[src/rtl/cpsc_pkg.sv]
// ----------------------------------------------------------------------------
// cpsc_pkg
// Types, constants and helpers shared by the clamped PID speed controller.
// ----------------------------------------------------------------------------
package cpsc_pkg;

  localparam int ADDR_W = 4;
  localparam int DATA_W = 32;

  // Error and integral limits
  localparam logic signed [15:0] ERR_HI = 16'sd500;
  localparam logic signed [15:0] ERR_LO = -16'sd500;
  localparam logic signed [15:0] INT_HI = 16'sd10000;
  localparam logic signed [15:0] INT_LO = -16'sd10000;

  // Divide by ten: q = (x * ceil(2^35 / 10)) >> 35, exact for x below 2^32
  localparam logic [31:0] DIV10_MUL   = 32'hCCCC_CCCD;
  localparam int          DIV10_SHIFT = 35;

  typedef enum logic [1:0] {
    REG_TARGET_SPEED = 2'd0,
    REG_GAIN_P       = 2'd1,
    REG_GAIN_I       = 2'd2,
    REG_GAIN_D       = 2'd3
  } cpsc_reg_e;

  typedef struct packed {
    logic signed [14:0] target_speed;
    logic signed [15:0] gain_proportional;
    logic signed [15:0] gain_integral;
    logic signed [15:0] gain_derivative;
  } cpsc_cfg_t;

  // First stage: clamped error, updated integral, error change
  typedef struct packed {
    logic signed [9:0]  err;
    logic signed [14:0] integ;
    logic signed [10:0] err_delta;
  } cpsc_err_t;

  // Second stage: P and D products, integral product as sign and magnitude
  typedef struct packed {
    logic signed [25:0] p_term;
    logic signed [26:0] d_term;
    logic        [29:0] i_mag;
    logic               i_neg;
  } cpsc_prod_t;

  // Third stage: integral product divided by ten
  typedef struct packed {
    logic signed [25:0] p_term;
    logic signed [26:0] d_term;
    logic        [25:0] i_quot;
    logic               i_neg;
  } cpsc_quot_t;

  function automatic logic signed [9:0] clamp_err(input logic signed [15:0] v);
    logic signed [9:0] r;
    if (v > ERR_HI) begin
      r = ERR_HI[9:0];
    end else if (v < ERR_LO) begin
      r = ERR_LO[9:0];
    end else begin
      r = v[9:0];
    end
    return r;
  endfunction

  function automatic logic signed [14:0] clamp_int(input logic signed [15:0] v);
    logic signed [14:0] r;
    if (v > INT_HI) begin
      r = INT_HI[14:0];
    end else if (v < INT_LO) begin
      r = INT_LO[14:0];
    end else begin
      r = v[14:0];
    end
    return r;
  endfunction

endpackage

[src/rtl/cpsc_err_stage.sv]
// ----------------------------------------------------------------------------
// cpsc_err_stage
// Input register: clamp the error, update the integral, form the error change.
// ----------------------------------------------------------------------------
module cpsc_err_stage (
  input  logic                 clk_i,
  input  logic                 rst_ni,
  input  logic signed [14:0]   target_speed_i,
  input  logic                 valid_i,
  output logic                 ready_o,
  input  logic signed [14:0]   measured_speed_i,
  output logic                 valid_o,
  input  logic                 ready_i,
  output cpsc_pkg::cpsc_err_t  data_o
);
  import cpsc_pkg::*;

  logic               valid_q;
  cpsc_err_t          data_q, data_d;
  logic signed [9:0]  prev_err_q;
  logic signed [14:0] integ_q;
  logic signed [15:0] raw_err;
  logic signed [9:0]  err;
  logic signed [14:0] integ_new;
  logic               take;

  assign ready_o = !valid_q || ready_i;
  assign take    = valid_i && ready_o;

  assign raw_err   = 16'(target_speed_i) - 16'(measured_speed_i);
  assign err       = clamp_err(raw_err);
  assign integ_new = clamp_int(16'(integ_q) + 16'(err));

  always_comb begin
    data_d.err       = err;
    data_d.integ     = integ_new;
    data_d.err_delta = 11'(err) - 11'(prev_err_q);
  end

  always_ff @(posedge clk_i or negedge rst_ni) begin
    if (!rst_ni) begin
      valid_q    <= 1'b0;
      prev_err_q <= '0;
      integ_q    <= '0;
    end else begin
      if (ready_o) begin
        valid_q <= valid_i;
      end
      if (take) begin
        prev_err_q <= err;
        integ_q    <= integ_new;
      end
    end
  end

  always_ff @(posedge clk_i) begin
    if (take) begin
      data_q <= data_d;
    end
  end

  assign valid_o = valid_q;
  assign data_o  = data_q;

endmodule

[config.mk]
export PLATFORM = sky130hd
export DESIGN_NAME = cpsc_err_stage
export DESIGN_NICKNAME = d
export VERILOG_FILES = /design/src/rtl/cpsc_pkg.sv /design/src/rtl/cpsc_err_stage.sv
export SDC_FILE = /design/constraint.sdc
export NUM_CORES = 1
export LEC_CHECK = 0
export ABC_AREA = 1
export BUFFER_PORTS_ARGS = -buffer_cell sky130_fd_sc_hd__buf_4
export CORE_UTILIZATION = 30
export CTS_CLUSTER_DIAMETER = 40
export DETAILED_ROUTE_END_ITERATION = 16
export PLACE_DENSITY = 0.49
export SKIP_CTS_REPAIR_TIMING = 1
export SYNTH_ARGS = -nofsm -noshare
export SYNTH_HDL_FRONTEND = slang
export SYNTH_SLANG_ARGS = --single-unit
[constraint.sdc]
create_clock -name clk_i -period 3.26 [get_ports clk_i]
set_clock_uncertainty 0.2 [all_clocks]
set_input_delay 0.163 -clock clk_i [delete_from_list [all_inputs] [get_ports clk_i]]
set_output_delay 0.163 -clock clk_i [all_outputs]
set_load 0.01 [all_outputs]
==> results by group <==
Power
  – Worst vdd ir: approximately 520 uV
  – PD cells: 973 nW/um^2
  – Lkg Pwr: about 4.0 nW
  – Pwr Total: ~7.5 mW

Placed design
  – # placed instances: roughly 1100
  – DPL Wire Length: a little over 10000 microns
  – Placed inst area: approximately 6700 sq um
  – GP Congestion: roughly 0.84
  – Number of I/O port buffers: approximately 70

Layout
  – Ant diodes: 0
  – Final #Nets: between 900 and 1000
  – Most frequent cells in the layout: nand2_1, buf_4, inv_1
  – Area Overhead vs Synth: 55.1%
  – Layout cells sized above 1: between 40% and 50%
  – Fillers: 1600
  – Fin area: between 7000 and 8000 sq um
  – Final Non-Filler Cells: roughly 1100
  – Commonest non-fill, non-tap cell in the layout: nand2_1
  – Post-layout util: about half

Clock tree
  – Worst-path clk slew: roughly 0.05 ns
  – Clock Path Buffers: 2
  – Root Buffer: clkbuf_16
  – Clock Latency Late Sink: ~0.33 ns
  – H-Tree Depth: 3
  – CTS tree: built
  – CTS buffer count: 9
  – CTS sink count: between 60 and 70

Logic synthesis
  – Synth Warn #: 0
  – Adder-cell area share of the yosys netlist: a little over a tenth
  – Register area share after synthesis: 34.9%
  – Mapped Cells: slightly below 700
  – Mux share of post-synthesis cell area: 0%
  – Syn Area/Cell: just over 7 sq um
  – Simple logic cell fraction of the synthesized area: a little over a third
  – Compound-gate portion of the synthesized area: 7.42%
  – Synth Area in XOR/XNOR: 2.09%
  – EDFF count, synth: 36
  – Largest family of logic cells by synthesized area: simple AND/OR/NAND/NOR gates
  – Post-synthesis cell area: 4960 sq um
  – Post-synth net total: ~760
  – Seq cells post-synth: 62
  – Post-synth cell types: 40
  – Ys flop type: edfxtp_1
  – Asr flop ratio synth: a little over two fifths

Detailed routing
  – 1st-iter DRT viols: around 260
  – Post-route antenna net violation count: 0
  – Wire per inst: ~12 microns
  – Vias per cell: ~4.5
  – Routed via count: 5014
  – Initial DRT Pass Iterations: 4
  – Remaining DRCs: 0
  – Routed wire length: approximately 14000 microns

Critical path
  – Top cell family by delay on the critical path: simple AND/OR/NAND/NOR gates
  – Crit end category: flip-flop
  – CP most frequent cell: nand2_4
  – CP max stage delay: between 0.3 and 0.4 ns
  – Crit path kind: in2reg
  – Worst path slowest cell: fa_2
  – CP Max Fanout: 6
  – Critical path buffer and inverter count: 6
  – WP data required: approximately 3.1 ns
  – Arr. time, crit path: around 3.9 ns
  – Startpoint Class: primary input

STA
  – Final setup fails: 37
  – Relative slew margins: 67.9%
  – Slew @ Worst Pin: ~0.48 ns
  – Fin. Hold Viols: 0
  – Maximum operating frequency: 252 MHz
  – Max-slew violation count: 0
  – Min Tclk post-route: between 3 and 4 ns
  – Fin crit share: 122%
  – Final worst slack: -0.714 ns
  – Fin Setup TNS: -22.06 ns
  – RSZ-0062 raised after global routing: yes

Global route
  – Grt met2 use: 27.4%
  – Initial antenna violation count: 0
  – GRT busiest layer: met2
  – Gr usage total: 16.1%
  – First-pass GRT wire length: about 21000 microns
  – Met3 Use GR: ~3%
  – Total gr overflow: 0
  – Largest net degree at the start of global routing: a little over 40
  – GR met1 Demand/Resource: between 20% and 30%
  – Vias in the first global route: 4757

Worst hold path
  – HP Class: in2async

Floorplanning
  – Die Footprint: ~17000 sq um
  – Floorplan core area: 16000 sq um
  – Die Ht: 131 microns
  – Die Wd: between 100 and 150 microns
  – Num ports: 72
  – Cell row count: between 40 and 50
  – Initial Util: between 30 and 40%

Outcome
  – Status: complete, but fails checks
  – Violated checks: negative setup slack

Job
  – # Max-Cap Violations: 0
cell type report:
type	instances	area (sq um)	area share, %
clock buffer	12	246	3.21
sequential	62	1730	22.5
clock inverter	4	47.5	0.618
timing repair buffer	201	1610	20.9
multi-input combinational	506	3340	43.4
inverter	109	449	5.84
tap	216	270	3.51
cell usage after synthesis (2+ instances only):
master | instances | area, sq um
ha_1 | 38 | 475
nor2_2 | 2 | 12.5
inv_1 | 93 | 349
xnor2_1 | 2 | 17.5
nand2_2 | 13 | 81.3
nor3_1 | 6 | 30.0
nand3_2 | 5 | 50.1
clkbuf_1 | 3 | 11.3
nand2_1 | 239 | 897
clkinv_1 | 2 | 7.51
nor2_1 | 37 | 139
a21oi_1 | 28 | 140
nand2_4 | 10 | 113
o21a_1 | 2 | 15.0
xor2_1 | 8 | 70.1
nand4_1 | 14 | 87.6
fa_1 | 3 | 60.1
buf_6 | 3 | 33.8
buf_4 | 2 | 15.0
dfrtp_1 | 26 | 651
a21oi_2 | 2 | 17.5
inv_2 | 14 | 52.6
nand3_1 | 53 | 265
edfxtp_1 | 36 | 1080
a21o_1 | 4 | 30.0
o21ai_0 | 22 | 110
nand3b_1 | 2 | 15.0
o21bai_1 | 2 | 15.0
stage by stage:
step / worst slack (ns) / hold WS [ns]
4_1_cts: -0.962 / -0.436
5_1_grt: -0.940 / 0.136
2_1_floorplan: -0.742 / -0.333
3_5_place_dp: -1.31 / -0.0776
6_report: -0.714 / 0.111
3_3_place_gp: -1.22 / -0.0782
kinds of logic (layout without fill, tap and decap cells):
group	Yosys count	in the layout
AO/OA/AOI/OAI	64	64
XOR/XNOR	11	11
adder cells (fa/ha/maj)	41	41
buffers and inverters	118	326
flip-flops	62	62
AND/OR/NAND/NOR	387	390
routing by layer:
| layer | vias to the layer above | part of all wire (%) | wire length [microns] |
|---|---|---|---|
| met5 | - | 0 | 0 |
| met4 | 0 | 2.0 | 278 |
| met3 | 16 | 3.1 | 417 |
| met2 | 82 | 48 | 6570 |
| met1 | 2312 | 47 | 6350 |
| li1 | 2604 | - | - |
report_power, final:
part	switching, mW	internal, mW
registers	0.149	1.24
clock network	0.347	0.610
logic	2.80	2.33
path summary, 6_finish.rpt:
kind                                   start       endpoint  slack (ns)  cells past startpoint
setup / recovery           target_speed_i[0]     data_o[15]       -0.71                     34
hold / removal                        rst_ni     integ_q[4]        0.11                      2
setup reg to reg                  integ_q[0]    integ_q[12]        0.53                     20
hold reg to reg                prev_err_q[9]  prev_err_q[9]        0.29                      2
max in group asynchronous             rst_ni     integ_q[7]        2.46                      2
min in group clk_i                   valid_i        valid_o        0.12                      4
flip-flops by register name, summed over array words and instances (netlist names):
signal      count
data_o         36
integ_q        15
prev_err_q     10
valid_o         1
Note: power is estimated with default switching activity, not from simulation.
