### config.mk
export PLATFORM = sky130hd
export DESIGN_NAME = cpsc_apb_regs
export DESIGN_NICKNAME = d
export VERILOG_FILES = /design/src/rtl/cpsc_pkg.sv /design/src/rtl/cpsc_apb_regs.sv
export SDC_FILE = /design/constraint.sdc
export NUM_CORES = 1
export LEC_CHECK = 0
export ABC_CLOCK_PERIOD_IN_PS = 2700
export BUFFER_PORTS_ARGS = -buffer_cell sky130_fd_sc_hd__buf_2
export CAP_MARGIN = 20
export CORE_MARGIN = 10
export CORE_UTILIZATION = 45
export DETAILED_ROUTE_END_ITERATION = 7
export PLACE_DENSITY_LB_ADDON = 0.05
export SYNTH_ARGS = -nofsm -noshare
export SYNTH_HDL_FRONTEND = slang
export SYNTH_SLANG_ARGS = --single-unit
### constraint.sdc
create_clock -name clk_i -period 2.7 [get_ports clk_i]
set_input_delay 0.54 -clock clk_i [delete_from_list [all_inputs] [get_ports clk_i]]
set_output_delay 0.54 -clock clk_i [all_outputs]
set_load 0.05 [all_outputs]
### src/rtl/cpsc_pkg.sv
// ----------------------------------------------------------------------------
// cpsc_pkg
// Types, constants and helpers shared by the clamped PID speed controller.
// ----------------------------------------------------------------------------
package cpsc_pkg;

  localparam int ADDR_W = 4;
  localparam int DATA_W = 32;

  // Error and integral limits
  localparam logic signed [15:0] ERR_HI = 16'sd500;
  localparam logic signed [15:0] ERR_LO = -16'sd500;
  localparam logic signed [15:0] INT_HI = 16'sd10000;
  localparam logic signed [15:0] INT_LO = -16'sd10000;

  // Divide by ten: q = (x * ceil(2^35 / 10)) >> 35, exact for x below 2^32
  localparam logic [31:0] DIV10_MUL   = 32'hCCCC_CCCD;
  localparam int          DIV10_SHIFT = 35;

  typedef enum logic [1:0] {
    REG_TARGET_SPEED = 2'd0,
    REG_GAIN_P       = 2'd1,
    REG_GAIN_I       = 2'd2,
    REG_GAIN_D       = 2'd3
  } cpsc_reg_e;

  typedef struct packed {
    logic signed [14:0] target_speed;
    logic signed [15:0] gain_proportional;
    logic signed [15:0] gain_integral;
    logic signed [15:0] gain_derivative;
  } cpsc_cfg_t;

  // First stage: clamped error, updated integral, error change
  typedef struct packed {
    logic signed [9:0]  err;
    logic signed [14:0] integ;
    logic signed [10:0] err_delta;
  } cpsc_err_t;

  // Second stage: P and D products, integral product as sign and magnitude
  typedef struct packed {
    logic signed [25:0] p_term;
    logic signed [26:0] d_term;
    logic        [29:0] i_mag;
    logic               i_neg;
  } cpsc_prod_t;

  // Third stage: integral product divided by ten
  typedef struct packed {
    logic signed [25:0] p_term;
    logic signed [26:0] d_term;
    logic        [25:0] i_quot;
    logic               i_neg;
  } cpsc_quot_t;

  function automatic logic signed [9:0] clamp_err(input logic signed [15:0] v);
    logic signed [9:0] r;
    if (v > ERR_HI) begin
      r = ERR_HI[9:0];
    end else if (v < ERR_LO) begin
      r = ERR_LO[9:0];
    end else begin
      r = v[9:0];
    end
    return r;
  endfunction

  function automatic logic signed [14:0] clamp_int(input logic signed [15:0] v);
    logic signed [14:0] r;
    if (v > INT_HI) begin
      r = INT_HI[14:0];
    end else if (v < INT_LO) begin
      r = INT_LO[14:0];
    end else begin
      r = v[14:0];
    end
    return r;
  endfunction

endpackage

### src/rtl/cpsc_apb_regs.sv
// ----------------------------------------------------------------------------
// cpsc_apb_regs
// APB register file for setpoint and PID gains.
// ----------------------------------------------------------------------------
module cpsc_apb_regs (
  input  logic                         clk_i,
  input  logic                         rst_ni,
  input  logic                         psel_i,
  input  logic                         penable_i,
  input  logic                         pwrite_i,
  input  logic [cpsc_pkg::ADDR_W-1:0]  paddr_i,
  input  logic [cpsc_pkg::DATA_W-1:0]  pwdata_i,
  output logic [cpsc_pkg::DATA_W-1:0]  prdata_o,
  output cpsc_pkg::cpsc_cfg_t          cfg_o
);
  import cpsc_pkg::*;

  cpsc_cfg_t cfg_q, cfg_d;
  cpsc_reg_e reg_sel;
  logic      wr_en;

  assign reg_sel = cpsc_reg_e'(paddr_i[3:2]);
  assign wr_en   = psel_i & penable_i & pwrite_i;

  always_comb begin
    cfg_d = cfg_q;
    if (wr_en) begin
      case (reg_sel)
        REG_TARGET_SPEED: cfg_d.target_speed      = pwdata_i[14:0];
        REG_GAIN_P:       cfg_d.gain_proportional = pwdata_i[15:0];
        REG_GAIN_I:       cfg_d.gain_integral     = pwdata_i[15:0];
        REG_GAIN_D:       cfg_d.gain_derivative   = pwdata_i[15:0];
        default:          cfg_d = cfg_q;
      endcase
    end
  end

  always_ff @(posedge clk_i or negedge rst_ni) begin
    if (!rst_ni) begin
      cfg_q <= '0;
    end else begin
      cfg_q <= cfg_d;
    end
  end

  always_comb begin
    case (reg_sel)
      REG_TARGET_SPEED: prdata_o = DATA_W'(cfg_q.target_speed);
      REG_GAIN_P:       prdata_o = DATA_W'(cfg_q.gain_proportional);
      REG_GAIN_I:       prdata_o = DATA_W'(cfg_q.gain_integral);
      REG_GAIN_D:       prdata_o = DATA_W'(cfg_q.gain_derivative);
      default:          prdata_o = '0;
    endcase
  end

  assign cfg_o = cfg_q;

endmodule

==> summary.md, run 1 <==
| Metric | Value |
|---|---|
| Run status | completed |
| DR DRC count | 0 |
| CTS clk-pin slew, worst paths | 60 ps |
| Top cell type's share of synthesized area | 53.57% |
| Post-synth top area cell | dfrtp_1 |
| Vias in the first global route | 2,052 |
| Synth Area in Adders | 0% |
| Hold WS | ~240 ps |
| Fin. max-slew vios | 0 |
| # port buffers | between 100 and 150 |
| Synth Area in Compound Gates | 0% |
| IO Pins | 136 |
| Syn avg cell area | 16.82 um^2 |
| Sequential Area | 0.001577 mm^2 |
| DRC violation total after the first TritonRoute iteration | 24 |
| Die height | 100.9 um |
| Most frequent cells in the layout | 117 x buf_2, 63 x dfrtp_1, 48 x mux2_2 |
| Gr usage total | approximately 14% |
| CP Class | in -> out |
| Syn Inst Count | 175 |
| Placed Cells | between 300 and 400 |
| Post-Syn Area | 0.002943 mm^2 |
| Die Wd | between 100 and 150 um |
| Drt total wl | between 7 and 8 mm |
| Core Region | 0.006350 mm^2 |
| Nets | 327 |
| Fmax | 404.3 MHz |
| Inserted Diodes | 0 |
| Worst hold-check path type | in -> async |
| CTS tree | yes |
| WP data arrival | 1930 ps |
| Post-Route Skew | 0 ps |
| # resized after CTS | 0 |
| Syn_nets | between 200 and 250 |
| #FFs+latches synth | 63 |
| VDD IR max | roughly 0.0013 V |
| H-tree depth | 3 |
| Setup violations, final | 0 |
| Worst-Margin Slew | about 870 ps |
| Clk sinks | 63 |
| Setup TNS | 0 ps |
| Overflow after GRT | 0 |
| Synth Area in Simple Gates | 1.361% |
| Layout cell share with drive strength beyond 1 | 72.76% |
| Warnings, synthesis | 0 |
| Reg2Reg Depth | 1 |
| Final Worst Setup Slack | 226.5 ps |
| Multi-input combinational cell area | 0.001169 mm^2 |
| First-pass GRT wire length | about 11 mm |
| Worst slew margin | 41.94% |
| Final period utilization | between 90% and 100% |
| Critical Path Start Type | input pin |
| Worst skew pair latency | approximately 320 ps |
| Post-layout min period | 2473 ps |
| Finished Layout Cells | 367 |
| Initial antenna violation count | 0 |
| RSZ-0062 raised after global routing | false |
| Hold_buf cts | 0 |
| Max reg flops | 63 |
| Drt first pass iters | 4 |
| Main combinational cell family by area after synthesis | multiplexers |
| Vias per inst | 5.147 |
| Sequential share of the synthesized area | 53.57% |
| Power Density | ~1100 mW/mm^2 |
| Worst Path Required | 2160 ps |
| Cell chosen for the clock root | clkbuf_8 |
| Power after layout | 4.155 mW |
| Final Hold Viols | 0 |
| Placed wire-length estimate | 5.480 mm |
| Crit-path max FO | 19 |
| Worst Setup End Kind | output port |
| Initial Util | between 40% and 50% |
| Largest net degree at the start of global routing | 35 |
| Xor and xnor fraction of the mapped netlist area | 0% |
| Synth top area cells | dfrtp_1 54%, mux2_2 18%, mux4_2 9.2% |
| Max_cap viols | 0 |
| Synth cell types | 18 |
| Vias | 1,889 |
| GP Congestion | 0.7112 |
| FILL cells | between 500 and 600 |
| Leak | 1.870 nW |
| Antenna-violating nets left | 0 |
| Pre-CTS setup slack | about 190 ps |
| Clock tree buffer depth | 2 |
| Site Rows | 29 |
| Detailed-route wire length per cell | 19.93 um |
| Die ar. | 0.01017 mm^2 |
| Area grow syn2layout | 25.30% |
| Commonest non-fill, non-tap cell in the layout | buf_2 |
| Postcts setup bufs | 0 |
| Post-synthesis mux area share | 38.14% |
| CTS Buf Count | 9 |
Yosys cell counts:
cell / number
or2_1: 1
buf_4: 17
mux4_1: 4
nor3_2: 1
buf_8: 1
mux2_1: 5
buf_6: 3
nand3_1: 1
inv_2: 1
or3_1: 1
mux2_2: 48
mux2_4: 10
nand4_1: 1
clkbuf_1: 1
mux4_2: 12
nor2_2: 1
buf_2: 4
dfrtp_1: 63
stage by stage:
| stage | utilization [%] | instance area, um^2 |
|---|---|---|
| after global placement | 55.29 | 3511 |
| after floorplan | - | 2943 |
| after CTS | 58.07 | 3687 |
| after global routing | 58.07 | 3687 |
| after detailed placement | 55.29 | 3511 |
| final | 58.07 | 3687 |
logic make-up after synthesis:
| group | Yosys count |
|---|---|
| flops | 63 |
| mux | 79 |
| buf+inv | 27 |
| simple gates | 6 |
layout make-up:
cell class,instances,share of cell area [%]
Timing Repair Buffer,126,18.05
Multi-Input combinational cell,85,31.69
Tap cell,77,2.613
Sequential cell,63,42.76
Clock buffer,15,4.785
Inverter,1,0.1018
worst paths after layout:
kind | startpoint | end | slack (ps)
max | paddr_i[2] | prdata_o[12] | 230
min | rst_ni | cfg_o[3] | 240
max reg2reg | cfg_o[62] | cfg_o[62] | 1870
min reg2reg | cfg_o[6] | cfg_o[6] | 510
max in group asynchronous | rst_ni | cfg_o[24] | 2120
min in group clk_i | pwdata_i[7] | cfg_o[7] | 470
where the power goes:
part           internal (mW)  total (mW)  switching, mW
Combinational          0.528        2.10           1.58
Sequential              1.17        1.32          0.158
Clock                  0.405       0.727          0.322
critical path, stage by stage:
cell and delay [ps]:
buf_2 530, mux4_1 630, buf_2 220
per-layer routing:
layer | track usage [%] | up-vias | routed length [um] | share of wire, %
met1 | 16.50 | 966 | 3018 | 41
met2 | 23.69 | 61 | 3559 | 49
met3 | 6.516 | 6 | 689 | 9.4
met4 | 3.587 | 0 | 48 | 0.66
li1 | - | 856 | - | -
met5 | 0 | - | 0 | 0
Power figures use the tool's default switching activity.
==> inputs of run 2 (changes only) <==
- ABC_AREA: default -> 1
- HOLD_SLACK_MARGIN: default -> 0.06
==> run 2 against run 1 <==
  * Power decreased by 10%
  * Via count is 56% higher
  * Area after synthesis up 5.7%
  * Critical path depth is 2 higher
  * Sequential power about the same
  * Utilization down 2.4 points
  * Clock power down 2%
==> summary.md, run 2 <==
| Metric | Value |
|---|---|
| Worst skew pair latency | 330 ps |
| Cell Int Power | 1.836 mW |
| CTS tree | yes |
| Net Switching | 1.897 mW |
| # resized after CTS | 0 |
| Initial Util | between 40% and 50% |
| Power Density | around 990 mW/mm^2 |
| Worst path max stage delay | 380 ps |
| Crit-path max FO | 18 |
| Worst Setup End Kind | output port |
| Final Worst Setup Slack | 264.3 ps |
| Syn_nets | 429 |
| Clock tree buffer depth | 2 |
| Top_reg_cell synth | dfrtp_1 |
| Synth top area cells | dfrtp_1 51%, nand2_1 25%, nand3_1 7.7% |
| Final core utilization | between 50% and 60% |
| IO Pins | 136 |
| Worst-path cell chain | buf_2 -> inv_6 -> nand3_1 -> nand4_1 -> buf_2 |
| Critical Path Start Type | input pin |
| Largest net degree at the start of global routing | 34 |
| FILL cells | 665 |
| Final period utilization | 90.21% |
| Max_cap viols | 0 |
| Critical path's slowest cell | buf_2 |
| Die ar. | 0.01064 mm^2 |
| CP most frequent cell | buf_2 |
| Site Rows | 30 |
| Multi-input combinational cell area | 0.001250 mm^2 |
| Top cell type's share of synthesized area | 50.66% |
| Leak | around 2.2 nW |
| Overflow after GRT | 0 |
| First-pass GRT wire length | 15.53 mm |
| Placed wire-length estimate | between 6 and 7 mm |
| Commonest non-fill, non-tap cell in the layout | nand2_1 |
| Antenna-violating nets left | 0 |
| Core Region | 0.006756 mm^2 |
| #FFs+latches synth | 63 |
| DR DRC count | 0 |
| CTS clk-pin slew, worst paths | roughly 60 ps |
| Die Wd | 103.2 um |
| Inserted Diodes | 0 |
| Sequential Area | 0.001577 mm^2 |
| Fmax | 410.6 MHz |
| Initial antenna violation count | 0 |
| Post-synth EDFFs | 0 |
| Run status | completed |
| Vias per inst | 5.159 |
| Pre-CTS setup slack | between 200 and 250 ps |
| Gr usage total | 19.11% |
| Cell chosen for the clock root | clkbuf_8 |
| Setup TNS | 0 ps |
| Worst slew margin | roughly two thirds |
| CP Class | in -> out |
| Post-Syn Area | 0.003112 mm^2 |
| Nets | about 530 |
| Part of the power in registers | 34.9% |
| CTS Buf Count | 9 |
| Sequential share of the synthesized area | around half |
| Worst hold-check path type | in -> async |
| H-tree depth | 3 |
| # port buffers | 117 |
| Syn Inst Count | slightly below 400 |
| Syn avg cell area | 8.020 um^2 |
| Switch share | between 50% and 60% |
| Drt total wl | 10.12 mm |
| Most frequent cells in the layout | 205 x nand2_1, 117 x buf_2, 63 x dfrtp_1 |
| Worst-Margin Slew | 516.4 ps |
| Detailed-route wire length per cell | around 18 um |
| Fin. max-slew vios | 0 |
| Setup violations, final | 0 |
| Fraction of registers with async set/reset | 100.0% |
| Clk sinks | 63 |
| Worst Path Required | 2160 ps |
| Final Hold Viols | 0 |
| Vias | roughly 2,900 |
| Post-Route Skew | 0 ps |
| DP Area | 0.003597 mm^2 |
| GP Congestion | 0.7876 |
| DRC violation total after the first TritonRoute iteration | 136 |
| Post-layout min period | 2436 ps |
| Top post-synthesis cells by count | 205 x nand2_1, 63 x dfrtp_1, 48 x nand3_1 |
| Vias in the first global route | 2,797 |
| Synth cell types | 14 |
| Final Cell Area | 0.003761 mm^2 |
| Post-synth top area cell | dfrtp_1 |
| WP data arrival | ~1900 ps |
| VDD IR max | ~0.00042 V |
| Power after layout | 3.733 mW |
| Logic pwr share | about 46% |
| Drt first pass iters | 4 |
| Layout cell share with drive strength beyond 1 | 31.98% |
| Clock network power share | roughly a fifth |
| Hold_buf cts | 0 |
| Top-count cell post-synth | nand2_1 |
| Area grow syn2layout | 20.87% |
| Max reg flops | 63 |
| RSZ-0062 raised after global routing | false |
| Postcts setup bufs | 0 |
| Die height | 103.2 um |
| Warnings, synthesis | 0 |
[run 2: final cells by class]
| class | instances | share of cell area (%) |
|---|---|---|
| repair buffers | 124 | 16.97 |
| multi-input cells | 284 | 33.23 |
| clock inverters | 1 | 0.1331 |
| inverters | 6 | 0.8649 |
| clock buffers | 13 | 4.225 |
| flip-flops and latches | 63 | 41.92 |
| well taps | 80 | 2.661 |
[run 2: worst paths after layout]
kind | start | end | slack, ps | depth (start not counted)
worst max-delay path | paddr_i[3] | prdata_o[19] | 260 | 5
worst max register to register | cfg_o[47] | cfg_o[47] | 2040 | 2
min in group clk_i | pwdata_i[15] | cfg_o[15] | 440 | 3
worst min register to register | cfg_o[41] | cfg_o[41] | 500 | 2
max in group asynchronous | rst_ni | cfg_o[57] | 2150 | 2
worst min-delay path | rst_ni | cfg_o[48] | 230 | 2
[run 2: logic make-up (layout without fill, tap and decap cells)]
group / after synthesis / in the layout / synth area share, %
buffers and inverters: 41 / 144 / 9.168
flip-flops: 63 / 63 / 50.66
AND/OR/NAND/NOR: 284 / 284 / 40.17
[run 2: metal layers]
layer  track usage, %  wire, um
met5                0         0
met2            28.08      4680
met4            6.417        48
met3            5.965      1112
met1            26.01      4282
[run 2: power by group through the flow]
stage	registers (mW)	logic, mW	clock network, mW
after detailed placement	1.31	1.73	0
after CTS	1.30	1.74	0.721
after floorplan	1.97	0.703	0
after global placement	1.31	1.72	0
final	1.30	1.72	0.714
after global routing	1.33	1.82	0.759
[run 2: stage by stage]
stage | hold WS (ps) | cells
final | 227.0 | 571
after global placement | 475.6 | 557
after floorplan | 244.4 | 388
after global routing | 263.3 | 571
after CTS | 238.3 | 571
after detailed placement | 484.2 | 557
[run 2: critical path, delay by kind of cell]
kind / cells / cell delay, ps
buf+inv: 3 / 870
simple gates: 2 / 470
