`src/rtl/cpsc_pkg.sv`:
```
// ----------------------------------------------------------------------------
// cpsc_pkg
// Types, constants and helpers shared by the clamped PID speed controller.
// ----------------------------------------------------------------------------
package cpsc_pkg;

  localparam int ADDR_W = 4;
  localparam int DATA_W = 32;

  // Error and integral limits
  localparam logic signed [15:0] ERR_HI = 16'sd500;
  localparam logic signed [15:0] ERR_LO = -16'sd500;
  localparam logic signed [15:0] INT_HI = 16'sd10000;
  localparam logic signed [15:0] INT_LO = -16'sd10000;

  // Divide by ten: q = (x * ceil(2^35 / 10)) >> 35, exact for x below 2^32
  localparam logic [31:0] DIV10_MUL   = 32'hCCCC_CCCD;
  localparam int          DIV10_SHIFT = 35;

  typedef enum logic [1:0] {
    REG_TARGET_SPEED = 2'd0,
    REG_GAIN_P       = 2'd1,
    REG_GAIN_I       = 2'd2,
    REG_GAIN_D       = 2'd3
  } cpsc_reg_e;

  typedef struct packed {
    logic signed [14:0] target_speed;
    logic signed [15:0] gain_proportional;
    logic signed [15:0] gain_integral;
    logic signed [15:0] gain_derivative;
  } cpsc_cfg_t;

  // First stage: clamped error, updated integral, error change
  typedef struct packed {
    logic signed [9:0]  err;
    logic signed [14:0] integ;
    logic signed [10:0] err_delta;
  } cpsc_err_t;

  // Second stage: P and D products, integral product as sign and magnitude
  typedef struct packed {
    logic signed [25:0] p_term;
    logic signed [26:0] d_term;
    logic        [29:0] i_mag;
    logic               i_neg;
  } cpsc_prod_t;

  // Third stage: integral product divided by ten
  typedef struct packed {
    logic signed [25:0] p_term;
    logic signed [26:0] d_term;
    logic        [25:0] i_quot;
    logic               i_neg;
  } cpsc_quot_t;

  function automatic logic signed [9:0] clamp_err(input logic signed [15:0] v);
    logic signed [9:0] r;
    if (v > ERR_HI) begin
      r = ERR_HI[9:0];
    end else if (v < ERR_LO) begin
      r = ERR_LO[9:0];
    end else begin
      r = v[9:0];
    end
    return r;
  endfunction

  function automatic logic signed [14:0] clamp_int(input logic signed [15:0] v);
    logic signed [14:0] r;
    if (v > INT_HI) begin
      r = INT_HI[14:0];
    end else if (v < INT_LO) begin
      r = INT_LO[14:0];
    end else begin
      r = v[14:0];
    end
    return r;
  endfunction

endpackage

```
`src/rtl/cpsc_sum_stage.sv`:
```
// ----------------------------------------------------------------------------
// cpsc_sum_stage
// Output register: apply the integral sign and add the three terms.
// ----------------------------------------------------------------------------
module cpsc_sum_stage (
  input  logic                 clk_i,
  input  logic                 rst_ni,
  input  logic                 valid_i,
  output logic                 ready_o,
  input  cpsc_pkg::cpsc_quot_t data_i,
  output logic                 valid_o,
  input  logic                 ready_i,
  output logic signed [27:0]   drive_value_o
);
  import cpsc_pkg::*;

  logic               valid_q;
  logic signed [27:0] drive_q, drive_d;
  logic signed [27:0] i_term;

  assign ready_o = !valid_q || ready_i;

  // Quotient of the magnitude, then negate: truncates toward zero
  assign i_term  = data_i.i_neg ? -28'(data_i.i_quot) : 28'(data_i.i_quot);
  assign drive_d = 28'(data_i.p_term) + 28'(data_i.d_term) + i_term;

  always_ff @(posedge clk_i or negedge rst_ni) begin
    if (!rst_ni) begin
      valid_q <= 1'b0;
    end else if (ready_o) begin
      valid_q <= valid_i;
    end
  end

  always_ff @(posedge clk_i) begin
    if (valid_i && ready_o) begin
      drive_q <= drive_d;
    end
  end

  assign valid_o       = valid_q;
  assign drive_value_o = drive_q;

endmodule

```
`config.mk`:
```
export PLATFORM = sky130hd
export DESIGN_NAME = cpsc_sum_stage
export DESIGN_NICKNAME = d
export VERILOG_FILES = /design/src/rtl/cpsc_pkg.sv /design/src/rtl/cpsc_sum_stage.sv
export SDC_FILE = /design/constraint.sdc
export NUM_CORES = 1
export LEC_CHECK = 0
export ABC_AREA = 1
export CORE_ASPECT_RATIO = 1.75
export CORE_UTILIZATION = 31
export CTS_CLUSTER_SIZE = 12
export DETAILED_ROUTE_END_ITERATION = 6
export DONT_BUFFER_PORTS = 1
export SLEW_MARGIN = 20
export SYNTH_ARGS = -nofsm -noshare
export SYNTH_HDL_FRONTEND = slang
export SYNTH_SLANG_ARGS = --single-unit
```
`constraint.sdc`:
```
create_clock -name clk_i -period 2.25 [get_ports clk_i]
set_input_delay 0.5625 -clock clk_i [delete_from_list [all_inputs] [get_ports clk_i]]
set_output_delay 0.5625 -clock clk_i [all_outputs]
set_load 0.03 [all_outputs]
```
==> results of run 1 <==
==> per-layer routing <==
layer | routed length, um | share of wire [%] | global-route usage, % | vias up
met4 | 637 | 4.8 | 11.72 | 0
met5 | 0 | 0 | 0 | -
li1 | - | - | - | 2076
met3 | 253 | 1.9 | 1.494 | 30
met2 | 7603 | 57 | 39.93 | 84
met1 | 4836 | 36 | 20.90 | 1901
==> kinds of logic (layout without fill, tap and decap cells) <==
logic type	after synthesis	after routing	share of synthesized area (%)
compound gates	44	44	6.178
xor+xnor	34	34	7.243
fa+ha+maj	56	56	22.15
buf+inv	101	205	9.282
flops	29	29	21.06
simple gates	333	333	34.08
==> registers in the layout (all words and copies together) (netlist names) <==
register,count
valid_o,1
drive_value_o,28
==> timing repair <==
action                     4_1_cts  5_1_grt
hold endpoints to repair         1        0
hold buffers                     1        0
setup endpoints to repair       26       26
resized for setup               61       58
buffers inserted                 7        6
pin swaps                       45       33
==> final cells by class <==
| type | instances | area, um2 | share of cell area, % |
|---|---|---|---|
| multi-input combinational | 467 | 3795 | 60.98 |
| sequential | 29 | 865.8 | 13.91 |
| timing repair buffer | 99 | 757.0 | 12.16 |
| inverter | 98 | 429.2 | 6.896 |
| tap | 171 | 214.0 | 3.438 |
| clock buffer | 6 | 128.9 | 2.071 |
| clock inverter | 2 | 33.78 | 0.5428 |
==> power groups by stage <==
stage,Combinational [W],Clock (W),Sequential (W)
2_1_floorplan,0.00166,0,0.00108
3_3_place_gp,0.00253,0,0.00110
3_5_place_dp,0.00256,0,0.00110
4_1_cts,0.00284,0.000734,0.00109
5_1_grt,0.00330,0.000747,0.00110
6_report,0.00301,0.000715,0.00109
==> layout by cell type, fill, tap and decap left out, types with 3 or more instances in the layout <==
master / instances
ha_1: 6
edfxtp_1: 28
a21oi_2: 14
xor2_1: 24
ha_4: 21
a21oi_4: 6
clkbuf_16: 5
nand3_1: 28
o21bai_1: 5
buf_6: 3
xor2_2: 3
inv_1: 80
o21ai_1: 4
nand2_1: 151
nand3_2: 6
inv_2: 13
xnor2_1: 7
buf_4: 95
nand2_2: 41
nor2_1: 39
nand4_1: 11
nor2_4: 20
nor2_2: 9
fa_1: 26
nand3_4: 6
o21ai_4: 3
nand2_4: 16
a21oi_1: 5
==> worst paths after layout <==
kind | end | cells past startpoint
worst max-delay path | drive_value_o[23] | 16
worst min-delay path | valid_o | 2
worst max register to register | drive_value_o[9] | 2
worst min register to register | valid_o | 2
max in group asynchronous | valid_o | 1
min in group asynchronous | valid_o | 1
==> cell usage after synthesis (all sizes together) (2+ instances only) <==
master and n:
nand2 208, inv 98, nor2 68, nand3 40, edfxtp 28, fa 28, ha 28, xor2 27
a21oi 25, nand4 11, o21ai 10, o21bai 8, xnor2 7, nor3 5, buf 2
==> stage by stage <==
step	utilization, %	TNS [ns]	cells
after floorplan	-	-14.44	597
after global placement	41.86	-26.05	850
after detailed placement	41.86	-26.69	850
after CTS	45.85	-15.73	866
after global routing	48.10	-19.52	872
final	48.10	-16.08	872
==> flow_metrics.tcl, run 1 <==
set metrics [dict create \
    crit_slowest_cell "fa_1" \
    ant_nets 0 \
    area_growth_pct 51.37 \
    port_buffers 0 \
    netlist_area_mm2 0.004111 \
    grt_pass1_wl_um 21260 \
    fp.dieW_um 89.06 \
    ir_drop_uv 328.0 \
    wire_per_inst_um 15.29 \
    setup.worst_path.class "input pin to flop" \
    post-route-period-util_pct 138.4 \
    hold_path.startpoint "valid_i" \
    ios 114 \
    required_ns 2.27 \
    pwr-share-clk_pct 14.9 \
    cts_sinks 29 \
    setup_ws_ns -0.8649 \
    cts_tree "built" \
    initial_core_util_pct 31.78 \
    synth_edf_count 28 \
    antenna_found_initial 0 \
    worst_pin_slew_ns 0.3587 \
    cap_violations 0 \
    status "complete, but fails checks" \
    grt-ovfl-total 0 \
    core_area_mm2 0.01294 \
    path_buf_inv 1 \
    fmax_mhz 321.0 \
    numCtsBuffers 5 \
    crit_fanout 5 \
    cp-startpoint "data_i[2]" \
    synth_nets 737 \
    wirelength_um 13330 \
    async_flop_share_pct 3.448 \
    dp_slack_ns -1.351 \
    row_count 55 \
    switching_power_w 0.002108 \
    h-tree-depth 2 \
    drt_iter0_markers 138 \
    n_antenna_cell 0 \
    fin_worst_skew_ns 0.006687 \
    slew-limit-headroom_pct 76.08 \
    hold_path_class "input pin to flop" \
    drc_errors 0 \
    viasPerCell 4.692 \
    whs_ns 0.4246 \
    firstDrtPassIters 4 \
    yosys_most_used_dff "edfxtp_1" \
    setup_viol 26 \
    violations "negative setup slack" \
    grt_start_max_net_pins 29 \
    worst_setup_path_start_kind "input pin" \
    fp.dieH_um 154.3 \
    hold_viol 0 \
    r2r_setup_slack_ns 0.87 \
    yosysWarnings 0 \
    dp_hpwl_um 11810 \
    combPwrFrac_pct 62.5 \
    ys_ff_latch 29 \
    seq_power_share_pct 22.6 \
    grt_usage_pct 20.70 \
    pwr_density_cell_mw_per_mm2 772.1 \
    leakage_nw 2.879 \
    crit_path_end_kind "flop" \
    seq_area_frac_synth_pct 21.06 \
    cts.root.buffer_cell "clkbuf_16" \
    cp_cell_sequence "clkinv_16, ha_4, nand3_4, nor2_4, nand3_4, o21ai_4, xor2_2, fa_1, ha_4, nand2_4, nor2_4, nand2_2, nor2_1, nand2_1, nand4_1, nand2_2" \
    p_sw_share_pct 43.86 \
    clk_pin_slew_worst_paths_ns 0.05 \
    nNetsFinal 840 \
    design_area_mm2 0.006223 \
    synth_top_area_share_pct 20.45 \
    placed_area_mm2 0.005415 \
    synth_area_leaders "edfxtp_1, nand2_1, fa_1, ha_1, inv_1" \
    clockBufferDepth 2 \
    r2r_start "valid_o" \
    max_stage_delay_ns 0.50 \
    drive_gt1_share_pct 39.80 \
    syn_inst 597 \
    vias 4091 \
    arrival_ns 3.13 \
    synth_cell_type_count 30 \
    dieArea_mm2 0.01375 \
    clk_latency_ns 0.27 \
    p_int_w 0.002698 \
    period_needed_ns 3.115 \
    syn_avg_cell_area_um2 6.887 \
    grt_pass1_vias 4352 \
    cp_top_family "simple AND/OR/NAND/NOR gates" \
    p_total_w 0.004805 \
    nFillCells 1346 \
    rsz0062_at_grt "true" \
    routabilityCongestion 0.9371 \
    synth_top_area_cell "edfxtp_1" \
    drv_slew 0 \
]
(Power assumes the default switching activity.)
==> run 2: changes to the inputs <==
Settings changed: CORE_ASPECT_RATIO 1.75 to 0.6.
==> run 2 against run 1 <==
Against the previous run: the run still ends with negative setup slack left; global-route usage is 0.35 points higher; combinational power is 15% higher; first-iteration DRC count is 8.0% higher; flip-flop and latch count stayed put; largest power group unchanged; register-to-register slack hardly changed.
==> flow_metrics.tcl, run 2 (synthesized netlist as in run 1, its figures left out) <==
set metrics [dict create \
    grt_pass1_vias 4153 \
    drv_slew 0 \
    routabilityCongestion 0.9924 \
    grt_usage_pct 21.05 \
    cts_tree "built" \
    placed_area_mm2 0.005346 \
    dieArea_mm2 0.01374 \
    n_antenna_cell 0 \
    worst_pin_slew_ns 0.3641 \
    ant_nets 0 \
    grt_use_met2_pct 30.11 \
    setup_viol 26 \
    busiest_layer "met1" \
    worst_setup_path_start_kind "input pin" \
    nNetsFinal 841 \
    fp.dieH_um 91.21 \
    port_buffers 0 \
    dp_hpwl_um 11810 \
    pwr_density_cell_mw_per_mm2 783.3 \
    fin_worst_skew_ns 0.009078 \
    drc_errors 0 \
    drive_gt1_share_pct 47.72 \
    vias 4141 \
    antenna_found_initial 0 \
    core_area_mm2 0.01289 \
    dp_slack_ns -1.146 \
    crit_fanout 5 \
    viasPerCell 4.749 \
    cts.root.buffer_cell "clkbuf_16" \
    nFillCells 1207 \
    h-tree-depth 2 \
    use_met3_pct 4.322 \
    firstDrtPassIters 4 \
    fmax_mhz 333.8 \
    layout_commonest_cell "nand2_1" \
    ios 114 \
    hold_viol 0 \
    clockBufferDepth 2 \
    wire_per_inst_um 16.40 \
    drt_iter0_markers 149 \
    rsz0062_at_grt "true" \
    numCtsBuffers 5 \
    grt_pass1_wl_um 21830 \
    design_area_mm2 0.006619 \
    period_needed_ns 2.996 \
    final_cell_mix "nand2_1, buf_4, inv_1, nand2_2, nor2_1" \
    slew-limit-headroom_pct 75.73 \
    initial_core_util_pct 31.89 \
    ir_drop_uv 333.0 \
    status "complete, but fails checks" \
    setup_ws_ns -0.7457 \
    grt-ovfl-total 0 \
    cts_sinks 29 \
    row_count 32 \
    crit_path_end_kind "flop" \
    hold_path_class "input pin to flop" \
    violations "negative setup slack" \
    arrival_ns 3.03 \
    largest_register_ffs 28 \
    grt_start_max_net_pins 29 \
    p_total_w 0.005184 \
    wirelength_um 14310 \
    leakage_nw 2.973 \
    fp.dieW_um 150.7 \
    post-route-period-util_pct 133.1 \
    cap_violations 0 \
    area_growth_pct 60.99 \
    clk_latency_ns 0.28 \
    clk_pin_slew_worst_paths_ns 0.05 \
    setup.worst_path.class "input pin to flop" \
    final.setup.tns_ns -15.29 \
    required_ns 2.28 \
    final_util_pct 51.34 \
    met1_usage_pct 32.07 \
]
## run 2: cell types whose count changed in the layout (fill, tap and decap cells not counted), moves of 7 or more
cell     change
nor2_1       -7
nand2_1     -13
nand3_1      -7
xor2_2      +12
xor2_1      -12
buf_6       +12
nand2_4     +13
inv_1        -7
nor2_2       +9
buf_4       -12
## run 2: power breakdown
group | switching [W] | internal, W
sequential | 0.000275 | 0.000811
clock | 0.000234 | 0.000399
combinational | 0.00189 | 0.00158
## run 2: worst max-delay path, stage by stage
cell,delay [ns]
clkinv_16,0.03
ha_4,0.14
nand3_4,0.11
nor2_4,0.16
nand3_4,0.12
o21ai_4,0.19
xor2_2,0.17
fa_1,0.48
ha_4,0.35
nand2_4,0.08
nor2_4,0.16
nand2_1,0.09
nor2_1,0.11
nand2_1,0.08
inv_1,0.06
nor2_1,0.04
nand2_1,0.04
nand2_1,0.04
## run 2: repair_timing
item                                    in CTS  in global routing
pin swaps                                   54                 72
setup buffers                               15                 10
hold buffers                                 1                  0
endpoints found under the hold margin        1                  0
gates resized for setup                    117                 91
endpoints found under the setup margin      26                 26
## run 2: final timing paths
check                                from                 to  slack [ns]  depth (start not counted)
max in group asynchronous          rst_ni            valid_o        1.65                          1
worst max register to register    valid_o   drive_value_o[8]        0.86                          2
worst max-delay path            data_i[2]  drive_value_o[27]       -0.75                         18
min in group asynchronous          rst_ni            valid_o        0.50                          1
worst min register to register    valid_o            valid_o        0.95                          2
worst min-delay path              valid_i            valid_o        0.42                          2
## run 2: area by class of cell
type                            count  area, um2  share of cell area, %
Clock buffer                        5      125.1                  1.890
Clock inverter                      3      12.51                 0.1890
Inverter                           98      436.7                  6.597
Multi-Input combinational cell    467       4144                  62.61
Sequential cell                    29      865.8                  13.08
Tap cell                          170      212.7                  3.214
Timing Repair Buffer              100      822.0                  12.42
## run 2: per-stage QoR
stage | cells | hold slack (ns)
after CTS | 864 | 0.4164
final | 872 | 0.4155
after floorplan | 597 | 0.2669
after detailed placement | 840 | 0.2669
after global placement | 840 | 0.2669
after global routing | 872 | 0.4230
## run 2: per-layer routing
layer  vias to the layer above  wire (um)
li1                       2068          -
met1                      1928       7207
met2                       131       5874
met3                        14       1065
met4                         0        158
met5                         -          0
==> run 3: changes to the inputs <==
Settings changed: RECOVER_POWER from default to 50.
==> run 3 against run 2 <==
Against the previous run: the flow still finishes with violations (negative setup slack); via count decreased by 0.36%; setup slack better by 0.0043 ns; wire length shrank 0.24%; fmax is 0.14% higher; die area unchanged; hold slack barely moved; combinational power hardly changed.
==> flow_metrics.tcl, run 3 (synthesized netlist as in run 1, its figures left out) <==
set metrics [dict create \
    grt-ovfl-total 0 \
    layout_commonest_cell "nand2_1" \
    drive_gt1_share_pct 47.58 \
    fp.dieH_um 91.21 \
    cp_top_family "simple AND/OR/NAND/NOR gates" \
    status "complete, but fails checks" \
    area_growth_pct 60.89 \
    crit_path_frequent_cell "nand2_1" \
    core_area_mm2 0.01289 \
    combPwrFrac_pct 66.8 \
    required_ns 2.28 \
    cts.root.buffer_cell "clkbuf_16" \
    grt_pass1_vias 4153 \
    h-tree-depth 2 \
    post-route-period-util_pct 133.0 \
    antenna_found_initial 0 \
    fp.dieW_um 150.7 \
    row_count 32 \
    fmax_mhz 334.3 \
    arrival_ns 3.02 \
    dieArea_mm2 0.01374 \
    switching_power_w 0.002393 \
    crit_path_end_kind "flop" \
    drc_errors 0 \
    ant_nets 0 \
    violations "negative setup slack" \
    cts_sinks 29 \
    viasPerCell 4.732 \
    dp_hpwl_um 11810 \
    path_buf_inv 2 \
    numCtsBuffers 5 \
    drt_iter0_markers 146 \
    port_buffers 0 \
    cts_tree "built" \
    grt_usage_pct 21.05 \
    crit_fanout 5 \
    clockBufferDepth 2 \
    crit_slowest_cell "fa_1" \
    pwr-share-clk_pct 12.2 \
    p_sw_share_pct 46.17 \
    slew-limit-headroom_pct 75.74 \
    setup.worst_path.class "input pin to flop" \
    cp_cell_sequence "clkinv_16, ha_4, nand3_4, nor2_4, nand3_4, o21ai_4, xor2_2, fa_1, ha_4, nand2_4, nor2_4, nand2_1, nor2_1, nand2_1, inv_1, nor2_1, nand2_1, nand2_1" \
    grt_pass1_wl_um 21830 \
    drv_slew 0 \
    vias 4126 \
    ios 114 \
    period_needed_ns 2.991 \
    routabilityCongestion 0.9924 \
    hold_path_class "input pin to flop" \
    dp_slack_ns -1.146 \
    fin_worst_skew_ns 0.009144 \
    worst_pin_slew_ns 0.3639 \
    initial_core_util_pct 31.89 \
    wirelength_um 14270 \
    setup_ws_ns -0.7414 \
    cap_violations 0 \
    nNetsFinal 841 \
    hold_viol 0 \
    max_stage_delay_ns 0.48 \
    setup_viol 26 \
    largest_register_ffs 28 \
    p_total_w 0.005183 \
    p_int_w 0.002790 \
    clk_latency_ns 0.28 \
    worst_setup_path_start_kind "input pin" \
    final_cell_mix "nand2_1, buf_4, inv_1, nand2_2, nor2_1" \
    leakage_nw 2.969 \
    rsz0062_at_grt "true" \
    pwr_density_cell_mw_per_mm2 783.5 \
    wire_per_inst_um 16.37 \
    ir_drop_uv 333.0 \
    firstDrtPassIters 4 \
    n_antenna_cell 0 \
    grt_start_max_net_pins 29 \
    seq_power_share_pct 20.9 \
    clk_pin_slew_worst_paths_ns 0.05 \
]
## run 3: cell count changes in the layout (fill, tap and decap cells not counted)
| cell | before | now |
|---|---|---|
| buf_4 | 83 | 82 |
| clkbuf_1 | 0 | 1 |
## run 3: what timing repair did
action	in CTS	in global routing
resized for setup	117	91
setup endpoints to repair	26	26
hold buffers	1	0
endpoints found under the hold margin	1	0
setup buffers	15	10
pin swaps	54	72
## run 3: path summary, 6_finish.rpt
| check | from | to | slack, ns | cells past startpoint |
|---|---|---|---|---|
| setup / recovery | data_i[2] | drive_value_o[27] | -0.74 | 18 |
| hold / removal | valid_i | valid_o | 0.42 | 2 |
| setup reg to reg | valid_o | drive_value_o[8] | 0.86 | 2 |
| hold reg to reg | valid_o | valid_o | 0.95 | 2 |
| max in group asynchronous | rst_ni | valid_o | 1.65 | 1 |
| min in group asynchronous | rst_ni | valid_o | 0.50 | 1 |
## run 3: power by group through the flow
| stage | Sequential [W] | Combinational (W) | Clock, W |
|---|---|---|---|
| after floorplan | 0.00108 | 0.00166 | 0 |
| final | 0.00109 | 0.00346 | 0.000633 |
| after global placement | 0.00110 | 0.00252 | 0 |
| after detailed placement | 0.00110 | 0.00255 | 0 |
| after CTS | 0.00109 | 0.00308 | 0.000640 |
| after global routing | 0.00110 | 0.00375 | 0.000660 |
## run 3: layout make-up
cell class,count,area [um2]
clock buffers,5,125.1
clock inverters,3,12.51
fillers,1209,6277
inverters,98,436.7
multi-input cells,467,4144
flip-flops and latches,29,865.8
well taps,170,212.7
repair buffers,100,818.3
## run 3: per-stage QoR
| stage | util [%] | hold WS, ns | cell area [um2] | instances | TNS (ns) |
|---|---|---|---|---|---|
| after floorplan | - | 0.2669 | 4591 | 597 | -14.44 |
| final | 51.31 | 0.4155 | 6615 | 872 | -15.28 |
| after global routing | 51.31 | 0.4230 | 6615 | 872 | -18.25 |
| after global placement | 41.47 | 0.2669 | 5346 | 840 | -23.99 |
| after CTS | 47.69 | 0.4164 | 6148 | 864 | -14.05 |
| after detailed placement | 41.47 | 0.2669 | 5346 | 840 | -24.47 |
## run 3: layer usage
layer | GRT usage [%] | wire [um]
met5 | 0 | 0
met4 | 4.000 | 158
met3 | 4.322 | 1002
met2 | 30.11 | 5849
met1 | 32.07 | 7261
